## src/design/cvw_ram.sv

```systemverilog
// Generic single-write, single-read RAM with registered read data.
module cvw_ram #(
   parameter int WIDTH = 16,
   parameter int DEPTH = 64
) (
   input  logic                     clock,
   input  logic                     wr_en,
   input  logic [$clog2(DEPTH)-1:0] wr_addr,
   input  logic [WIDTH-1:0]         wr_data,
   input  logic                     rd_en,
   input  logic [$clog2(DEPTH)-1:0] rd_addr,
   output logic [WIDTH-1:0]         rd_data
);

   logic [WIDTH-1:0] mem_ff [DEPTH];
   logic [WIDTH-1:0] rd_data_ff;

   always_ff @(posedge clock) begin
      if (wr_en) begin
         mem_ff[wr_addr] <= wr_data;
      end
      if (rd_en) begin
         rd_data_ff <= mem_ff[rd_addr];
      end
   end

   assign rd_data = rd_data_ff;

endmodule

```

## config.mk

```make
export PLATFORM = sky130hd
export DESIGN_NAME = cvw_ram
export DESIGN_NICKNAME = d
export VERILOG_FILES = /design/src/design/cvw_ram.sv
export SDC_FILE = /design/constraint.sdc
export NUM_CORES = 1
export LEC_CHECK = 0
export BUFFER_PORTS_ARGS = -buffer_cell sky130_fd_sc_hd__clkbuf_2
export CORE_AREA = 8 8 268 400
export CTS_CLUSTER_DIAMETER = 40
export DETAILED_ROUTE_END_ITERATION = 10
export DIE_AREA = 0 0 276 408
export PLACE_DENSITY = 0.58
export SYNTH_ARGS = -nofsm -noshare
export SYNTH_HDL_FRONTEND = slang
export SYNTH_SLANG_ARGS = --single-unit
```

## constraint.sdc

```tcl
create_clock -name clock -period 3.71 [get_ports clock]
set_input_delay 1.113 -clock clock [delete_from_list [all_inputs] [get_ports clock]]
set_output_delay 1.113 -clock clock [all_outputs]
set_load 0.005 [all_outputs]
```

# --- Word-level counts from Yosys, hierarchy flattened ---
# Memories as Yosys holds them, arrays and structs flattened. A register that Yosys moved wholly into a read port is not among the register bits.
# Cells that the tools add are included.
totals:
  reg_bits: 0
  n_memories: 1
  elab_cells: 3
  in_bits: 31
  ramBits: 1024
  output_inout_bits: 16
classes:
  muxes: 2
mem_list:
  columns: ["name", "depth", "word_bits", "read_ports", "rd_ports_with_merged_regs", "write_ports", "line_no", "rtl"]
  rows:
  - ["mem_ff", 64, 16, 1, 1, 1, "15", "logic [WIDTH-1:0] mem_ff [DEPTH];"]
ops:
  columns: ["op", "count"]
  rows:
  - ["two-way mux 1 bit", 2]

# --- Logic depth before layout (Yosys ltp) ---
# Gate-level depths: netlist of the first run.
depth:
  word_depth: 2
  depth_mapped: 10
  mapped_depth_nobuf: 5

# --- Worst setup path after synthesis of the first run ---
# No wires, ideal clock.
synth_path:
  path_type: "input -> register"
  from: "input port wr_addr[3]"
  to: "memory mem_ff[48][0], enable pin"
  required_time_ns: 3.301
  path_stages: 4
  arrival_time_ns: 2.739
  n_path_buf: 1
  setup_time_ns: 0.409
  path_slack_ns: 0.562
  cell_sequence: "clkbuf_1 > nor2b_1 > nand4b_1 > nor3_1"
synth_lines:
  columns: ["item", "line_no", "rtl"]
  rows:
  - ["start, declared", "8", "input logic [$clog2(DEPTH)-1:0] wr_addr,"]
  - ["end, declared", "15", null]
# Straight into the memory's write port.

==> out/qor.yml, run 1 <==
syn2layout_area_growth_pct: 14.94
critPathMaxStageDelay_ns: 0.62
layout_commonest_cell: "edfxtp_1"
ant_nets: 0
dp_hpwl_mm: 65.75
synthMuxAreaShare_pct: 15.46
syn_area_um2: 40200
clock_latency_ns: 0.68
slew_violations: 0
die_x_um: 276
wl_mm: 101.2
slew-limit-headroom_pct: 22.38
rr_worst_depth: 5
hold_depth: 4
fin_crit_sh_pct: 81.77
overflow: 0
path_clk_slew_ns: 0.07
rsz0062_at_grt: "false"
numPortBuffers: 46
core_area_um2: 101600
fill_cells: 8486
synth_top_family_by_area: "multiplexers"
cp-start-kind: "input port"
postCtsSetupRepairBufs: 0
numClockSinks: 1040
drt_pass1_iterations: 5
skew_ns: 0.02647
nNetsFinal: 2085
drive_above_1_share_pct: 29.91
peakVddDrop_mv: 0.3707
worstHoldPathType: "flip-flop to flip-flop"
synth-simple-area-share_pct: 2.636
layout_common_cells: "1040 x edfxtp_1, 220 x mux4_2, 170 x buf_4"
syn-num-nets: 1860
yosysTopAreaCellShare_pct: 77.68
cts_buffers: 94
wl_per_cell_um: 29.34
synth_compound_area_share_pct: 2.400
synth.distinct_cells: 42
dpl_cell_area_um2: 43000
antenna_found_initial: 4
max_freq_ghz: 0.3296
register_area_um2: 31230
status: "completed"
powerDensity_nw_per_um2: 528.3
synth-seq-cells: 1040
crit_top_cell: "buf_4"
crit_family: "multiplexers"
tritoncts: "built"
r2r_end: "rd_data[0]$_DFFE_PP_"
synth_xor_area_share_pct: 0
ctsRootBufferMaster: "clkbuf_16"
setup_violations: 0
avgViaCountPerCell: 5.548
drtIter0Drc: 1586
cts_resized: 0
rows: 144
synth_warnings: 0
hold_start: "mem_ff[10][14]$_DFFE_PP_"
drv_cap: 0
cp_num_cells: 7
htree_levels: 3
path_class: "input port to flip-flop"
synth_largest_area_cell: "edfxtp_1"
holdPathEnd: "rd_data[14]$_DFFE_PP_"
leakagePower_nw: 14.75
whs_ns: 0.9451
slowest_stage: "a221oi_1"
initial_utilization_pct: 39.56
fp.dieArea_um2: 112600
multiInputGateArea_um2: 8249
grt_use_total_pct: 17.74
synthAdderAreaFrac_pct: 0
worst_setup_path_end_kind: "flip-flop"
final_cell_area_um2: 46210
cp.required_ns: 4.12
hold_viol_final: 0
crit_chain: "buf_8 -> buf_4 -> mux4_2 -> mux2_2 -> a221oi_1 -> buf_4 -> a311oi_1"
avgSynthCellArea_um2: 21.98
crit-reg2reg-launch: "mem_ff[61][0]$_DFFE_PP_"
cp_max_fo: 17
dr_total_vias: 19140
grt_pass1_vias: 19870
die_h_um: 408
cts_hold_buf: 0
clk_path_buf_depth: 3
gp_congestion: 0.8574
post-route-drc-count: 0
yosys-top-cells-area: "edfxtp_1 78%, mux4_2 12%, mux2i_1 2.1%, mux2_2 0.76%, a22oi_1 0.73%"
reg2reg_slack_ns: 1.42
grt_pass1_wl_mm: 145.1
grt_max_degree: 65
layout_min_cycle_time_ns: 3.034
tightest_slew_ns: 1.164
synth_cells: 1829
critPathBufInv: 3
arrival_ns: 3.44
pin_count: 47
yosysSeqAreaShare_pct: 77.68
[cell usage after synthesis]
master / n
a211o_1: 8
a211oi_1: 8
a21oi_1: 17
a221o_1: 6
a221oi_1: 16
a22o_1: 6
a22oi_1: 39
a311oi_1: 8
a31oi_1: 8
a41oi_1: 5
and2_1: 2
and4_1: 5
buf_1: 3
buf_12: 5
buf_2: 36
buf_4: 13
buf_6: 17
buf_8: 3
clkbuf_1: 24
clkbuf_2: 2
clkbuf_4: 1
edfxtp_1: 1040
mux2_2: 27
mux2i_1: 85
mux4_1: 4
mux4_2: 220
nand2_1: 59
nand2_4: 1
nand2b_1: 3
nand3_1: 24
nand3b_1: 2
nand4_1: 12
nand4b_1: 1
nor2_1: 72
nor2_2: 2
nor2b_1: 30
nor3_1: 2
nor4_2: 3
o21ai_0: 5
o21ai_1: 3
or3_1: 1
or3b_2: 1
[tightest hold or removal path: stages (launching register included)]
cell,delay [ns]
edfxtp_1,0.32
mux4_2,0.24
nand2_1,0.05
nand4_1,0.07
and4_1,0.16
[sequential cells by signal (all words and copies together) (netlist names)]
signal / flops
mem_ff: 1024
rd_data: 16
[worst max-delay path by stage]
stage | to | from
final | rd_data[0]$_DFFE_PP_ | rd_addr[0]
after global routing | rd_data[0]$_DFFE_PP_ | rd_addr[0]
after CTS | rd_data[0]$_DFFE_PP_ | rd_addr[0]
after detailed placement | rd_data[0]$_DFFE_PP_ | rd_addr[0]
after global placement | rd_data[0]$_DFFE_PP_ | rd_addr[0]
after floorplan | mem_ff[48][0]$_DFFE_PP_ | wr_addr[3]
[metal layers]
layer | routed length [µm] | track usage, %
met5 | 26 | 0
met4 | 3923 | 7.105
met3 | 5001 | 2.652
met2 | 54810 | 32.74
met1 | 37470 | 20.55
[where the power goes]
part / internal (mW) / leakage [nW] / switching, mW
Combinational: 0.491 / 3.82 / 0.805
Clock: 5.71 / 1.56 / 4.34
Sequential: 13.0 / 9.37 / 0.0372
Total: 19.2 / 14.8 / 5.18
[kinds of logic after synthesis]
| family | Yosys count |
|---|---|
| DFF | 1040 |
| muxes | 336 |
| and+or+nand+nor | 220 |
| AOI/OAI and AO/OA | 129 |
| buffers and inverters | 104 |
[through the flow]
stage	TNS, ns	cells	utilization, %	worst slack (ns)	total power [mW]
after floorplan	0	1829	-	0.5622	13.97
after global placement	-0.1380	3272	42.31	-0.1380	14.62
after detailed placement	-0.1265	3272	42.31	-0.1265	14.65
after CTS	0	3447	45.47	0.6103	24.62
after global routing	0	3447	45.47	0.6306	25.05
final	0	3450	45.47	0.6765	24.41
[layout make-up]
cell class | count | area share [%]
Sequential cell | 1040 | 67.58
Timing Repair Buffer | 233 | 4.051
Multi-Input combinational cell | 685 | 17.85
Antenna cell | 3 | 0.01625
Clock buffer | 108 | 5.388
Tap cell | 1314 | 3.558
Clock inverter | 67 | 1.552
(Power assumes the default switching activity.)
==> run 2, diff against run 1 <==
ABC_AREA = 1   (was not set)
CORE_AREA = 8 8 275 410   (was 8 8 268 400)
DIE_AREA = 0 0 283 418   (was 0 0 276 408)
clock period = 2.89 ns   (was 3.71 ns; I/O delays follow)
==> out/qor.yml, run 2 <==
grt_max_degree: 96
avgViaCountPerCell: 5.292
synth-seq-cells: 1040
synth_top_family_by_area: "simple AND/OR/NAND/NOR gates"
synth_compound_area_share_pct: 0
die_x_um: 283
antenna_found_initial: 1
synth.distinct_cells: 15
clock_latency_ns: 0.72
cts_resized: 0
syn_area_um2: 42260
cts_buffers: 102
largest_register_ffs: 1024
synth_ff_type: "edfxtp_1"
yosys-top-cells-area: "edfxtp_1 74%, nand2_1 12%, nand3_1 10%, buf_2 1.3%, buf_6 1.3%"
wl_mm: 121.7
p_sw_share_pct: 23.27
avgSynthCellArea_um2: 12.02
instances_no_fill: 5161
p_seq_share_pct: 51.6
dp_hpwl_mm: 72.87
post-route-drc-count: 0
cp-start-kind: "flip-flop"
numPortBuffers: 46
slowest_stage: "edfxtp_1"
drive_above_1_share_pct: 11.63
critPathMaxStageDelay_ns: 0.52
ctsRootBufferMaster: "clkbuf_16"
worst_setup_path_end_kind: "output port"
p_int_mw: 24.94
slew-limit-headroom_pct: 49.97
initial_utilization_pct: 39.68
synth_largest_area_cell: "edfxtp_1"
synth_cells: 3517
wl_per_cell_um: 23.58
grt_pass1_vias: 26710
layout_min_cycle_time_ns: 2.264
htree_levels: 3
drv_cap: 0
hold_viol_final: 0
p_clk_share_pct: 41.6
yosysTopAreaCellShare_pct: 73.90
fill_cells: 9541
fp.dieArea_um2: 118300
crit_chain: "clkbuf_2"
gp_congestion: 0.8563
path_clk_slew_ns: 0.07
max_freq_ghz: 0.4417
grt_pass1_wl_mm: 178.6
ant_nets: 0
rsz0062_at_grt: "false"
cts_hold_buf: 0
setup_violations: 0
skew_ns: 0.03733
numClockSinks: 1040
crit_family: "flip-flops"
layout_commonest_cell: "nand2_1"
synth-edff-count: 1040
async_flop_share_pct: 0
cp_max_fo: 1
synthMuxAreaShare_pct: 0
slew_violations: 0
yosys.cell_count.top_type: "nand2_1"
postCtsSetupRepairBufs: 0
syn-num-nets: 3548
regMostFlops: "mem_ff"
synth_warnings: 0
tritoncts: "built"
p_switching_mw: 7.565
synth_xor_area_share_pct: 0
grt_use_total_pct: 20.10
worstHoldPathType: "input port to flip-flop"
finalSetupTns_ns: 0
yosysSeqAreaShare_pct: 73.90
synthAdderAreaFrac_pct: 0
drtIter0Drc: 2637
fin_crit_sh_pct: 78.34
leakagePower_nw: 17.56
rows: 147
peakVddDrop_mv: 0.5371
dr_total_vias: 27310
synthTopCellsByCount: "1296 x nand2_1, 1040 x edfxtp_1, 871 x nand3_1, 113 x buf_2, 56 x nor2_1"
tightest_slew_ns: 0.7497
die_h_um: 418
arrival_ns: 1.40
layout_common_cells: "1296 x nand2_1, 1040 x edfxtp_1, 871 x nand3_1"
dp_cells: 4967
syn2layout_area_growth_pct: 15.14
pwr-share-comb_pct: 6.8
drt_pass1_iterations: 5
critPathBufInv: 1
path_class: "flip-flop to output port"
overflow: 0
cp.required_ns: 2.02
powerDensity_nw_per_um2: 668.1
pin_count: 47
synth-simple-area-share_pct: 22.58
core_area_um2: 106500
status: "completed"
clk_path_buf_depth: 3
nNetsFinal: 3687
run 2: cell types whose count changed in the layout (fill, tap and decap cells not counted), moves of 13 or more:
| cell | before | now |
|---|---|---|
| nand3_1 | 24 | 871 |
| mux2_2 | 27 | 0 |
| nor2_1 | 72 | 56 |
| nand2_1 | 59 | 1296 |
| a22oi_1 | 39 | 0 |
| a21oi_1 | 17 | 0 |
| mux2i_1 | 85 | 0 |
| a221oi_1 | 16 | 0 |
| nor2b_1 | 30 | 0 |
| buf_12 | 17 | 58 |
| buf_4 | 170 | 157 |
| mux4_2 | 220 | 0 |
run 2: logic make-up after synthesis:
kind of cell	count (synthesis)
flops	1040
buf+inv	237
simple gates	2240
run 2: area by class of cell:
cell class	instances	area, µm²	share of cell area (%)
Antenna cell	5	12.51	0.02571
Clock buffer	114	2619	5.382
Clock inverter	75	779.5	1.602
Inverter	12	71.32	0.1466
Multi-Input combinational cell	2240	9590	19.71
Sequential cell	1040	31230	64.18
Tap cell	1415	1770	3.639
Timing Repair Buffer	260	2585	5.313
run 2: metrics by stage:
step	power (mW)	area, µm²	setup slack, ns	utilization (%)	hold slack, ns
finish	32.51	48660	0.6260	45.69	0.6487
floorplan	18.19	42260	-0.5311	-	0.7972
global placement	19.29	45250	-0.03061	42.49	0.8869
CTS	32.69	48650	0.5844	45.68	0.6517
detailed placement	19.31	45250	-0.03757	42.49	0.8713
global route	33.37	48650	0.5911	45.68	0.6662
run 2: power groups by stage:
stage                     Clock [mW]  Sequential [mW]  Combinational, mW
final                           13.5             16.8               2.20
after global routing            14.2             16.8               2.38
after CTS                       13.7             16.8               2.22
after detailed placement           0             17.1               2.22
after global placement             0             17.1               2.21
after floorplan                    0             17.1               1.12
run 2: final timing paths:
check	from	end	slack (ns)	cells past startpoint
worst max-delay path	rd_data[7]$_DFFE_PP_	rd_data[7]	0.63	1
worst min-delay path	wr_data[4]	mem_ff[50][4]$_DFFE_PP_	0.65	2
worst max register to register	mem_ff[53][5]$_DFFE_PP_	rd_data[5]$_DFFE_PP_	1.19	8
worst min register to register	mem_ff[46][6]$_DFFE_PP_	rd_data[6]$_DFFE_PP_	0.89	8
run 2: per-layer routing:
layer,part of all wire (%),track usage [%],vias to the layer above
met1,39,24.15,13600
met5,0,0,-
met3,5.0,2.562,190
met4,4.2,8.661,0
li1,-,-,12690
met2,52,36.12,832
==> run 3, diff against run 2 <==
ABC_AREA = 0   (was 1)
CORE_AREA = 8 8 268 400   (was 8 8 275 410)
DIE_AREA = 0 0 276 408   (was 0 0 283 418)
PLACE_DENSITY = 0.6   (was 0.58)
clock period = 2.04 ns   (was 2.89 ns; I/O delays follow)
==> out/qor.yml, run 3 (synthesis gave the netlist of run 1 again) <==
largest_register_ffs: 1024
fp.dieArea_um2: 112600
drive_above_1_share_pct: 37.97
gp_congestion: 0.8616
worst_setup_path_end_kind: "flip-flop"
dp_cells: 3396
hold_viol_final: 0
critPathBufInv: 4
rr_worst_depth: 6
drv_cap: 0
worstHoldPathType: "input port to flip-flop"
htree_levels: 3
pin_count: 47
overflow: 0
crit_chain: "buf_16 -> buf_16 -> buf_12 -> buf_4 -> mux4_2 -> a22oi_2 -> nand3_2 -> and4_1"
antenna_found_initial: 7
arrival_ns: 2.51
nNetsFinal: 2234
clock_latency_ns: 0.68
holdPathEnd: "mem_ff[59][3]$_DFFE_PP_"
crit_family: "buffers and inverters"
ctsRootBufferMaster: "clkbuf_16"
crit_top_cell: "buf_16"
cp_max_fo: 15
finalPower_mw: 44.66
cp.required_ns: 2.48
avgViaCountPerCell: 5.433
core_area_um2: 101600
rsz0062_at_grt: "true"
drt_pass1_iterations: 5
wl_mm: 98.81
grt_max_degree: 65
cts_buffers: 93
layout_common_cells: "1040 x edfxtp_1, 224 x mux4_2, 221 x buf_4"
wl_per_cell_um: 27.47
hold_start: "wr_data[3]"
status: "complete, but fails checks"
cts_hold_buf: 0
regMostFlops: "mem_ff"
fin_crit_sh_pct: 101.4
hold_depth: 1
crit-reg2reg-launch: "mem_ff[21][2]$_DFFE_PP_"
initial_utilization_pct: 39.56
ant_nets: 0
clk_path_buf_depth: 3
layout_commonest_cell: "edfxtp_1"
die_h_um: 408
numClockSinks: 1040
path_class: "input port to flip-flop"
peakVddDrop_mv: 0.6127
grt_pass1_wl_mm: 144.1
post-route-drc-count: 0
r2r_end: "rd_data[2]$_DFFE_PP_"
path_clk_slew_ns: 0.07
die_x_um: 276
slew_violations: 0
dp_hpwl_mm: 64.09
numPortBuffers: 46
tritoncts: "built"
instances_no_fill: 3597
violations: "setup timing"
tightest_slew_ns: 0.8580
cp-start-kind: "input port"
slew-limit-headroom_pct: 42.80
dp_slack_ns: -0.9847
grt_use_total_pct: 17.32
dr_total_vias: 19540
layout_min_cycle_time_ns: 2.069
slowest_stage: "mux4_2"
skew_ns: 0.02365
leakagePower_nw: 15.79
rows: 144
setup_violations: 1
reg2reg_slack_ns: 0.05
drtIter0Drc: 1647
critPathMaxStageDelay_ns: 0.54
layout_setup_ws_ns: -0.02921
syn2layout_area_growth_pct: 21.87
grt_pass1_vias: 20920
powerDensity_nw_per_um2: 911.6
max_freq_ghz: 0.4833
-- run 3: cell count changes in the layout (fill, tap and decap cells not counted), sizes merged, moves of 17 or more --
cell,change
mux2i,+85
nand3,-847
nand2,-1236
nor2b,+30
a21oi,+17
nor2,+18
mux4,+224
mux2,+27
buf,+121
a22oi,+39
-- run 3: cell type report --
class / instances / area (µm²)
Fill cell: 8244 / 52620
Sequential cell: 1040 / 31230
Multi-Input combinational cell: 685 / 8680
Timing Repair Buffer: 383 / 4273
Clock buffer: 107 / 2444
Tap cell: 1314 / 1644
Clock inverter: 63 / 713.2
Antenna cell: 5 / 12.51
-- run 3: where the power goes --
| group | switching [mW] | total, mW | internal [mW] | leakage (nW) |
|---|---|---|---|---|
| sequential | 0.0516 | 23.7 | 23.7 | 9.37 |
| clock | 7.84 | 18.2 | 10.3 | 1.54 |
| combinational | 1.55 | 2.76 | 1.21 | 4.88 |
| total | 9.44 | 44.7 | 35.2 | 15.8 |
-- run 3: worst max-delay path by stage --
| stage | start | to | slack [ns] | cells past startpoint |
|---|---|---|---|---|
| 6_report | rd_addr[0] | rd_data[10]$_DFFE_PP_ | -0.03 | 8 |
| 5_1_grt | rd_addr[0] | rd_data[4]$_DFFE_PP_ | -0.03 | 9 |
| 4_1_cts | rd_addr[0] | rd_data[13]$_DFFE_PP_ | -0.002 | 7 |
| 3_5_place_dp | rd_addr[0] | rd_data[10]$_DFFE_PP_ | -0.98 | 8 |
| 3_3_place_gp | rd_addr[0] | rd_data[10]$_DFFE_PP_ | -0.99 | 8 |
| 2_1_floorplan | rd_addr[0] | rd_data[7]$_DFFE_PP_ | -0.19 | 8 |
-- run 3: layer usage --
layer	vias to the layer above	track usage, %	share of wire (%)
met5	-	0	0.023
met2	536	32.35	55
li1	8449	-	-
met4	4	6.641	3.5
met3	141	2.646	4.5
met1	10410	19.79	37
-- run 3: timing repair --
| item | in CTS | in global routing |
|---|---|---|
| gates cloned | 2 | 1 |
| setup endpoints to repair | 13 | 16 |
| buffers inserted | 15 | 8 |
| resized for setup | 17 | 18 |
| pin swaps | 2 | 7 |
-- run 3: stage by stage --
stage | area [µm²] | hold slack [ns] | utilization [%] | setup TNS (ns)
after floorplan | 40680 | 0.7109 | - | -80.87
after global placement | 45390 | 0.9324 | 44.66 | -31.91
after detailed placement | 45390 | 0.9505 | 44.66 | -30.10
after CTS | 48800 | 0.2080 | 48.02 | -0.002162
after global routing | 48980 | 0.2499 | 48.20 | -0.05810
final | 49000 | 0.2679 | 48.22 | -0.02921
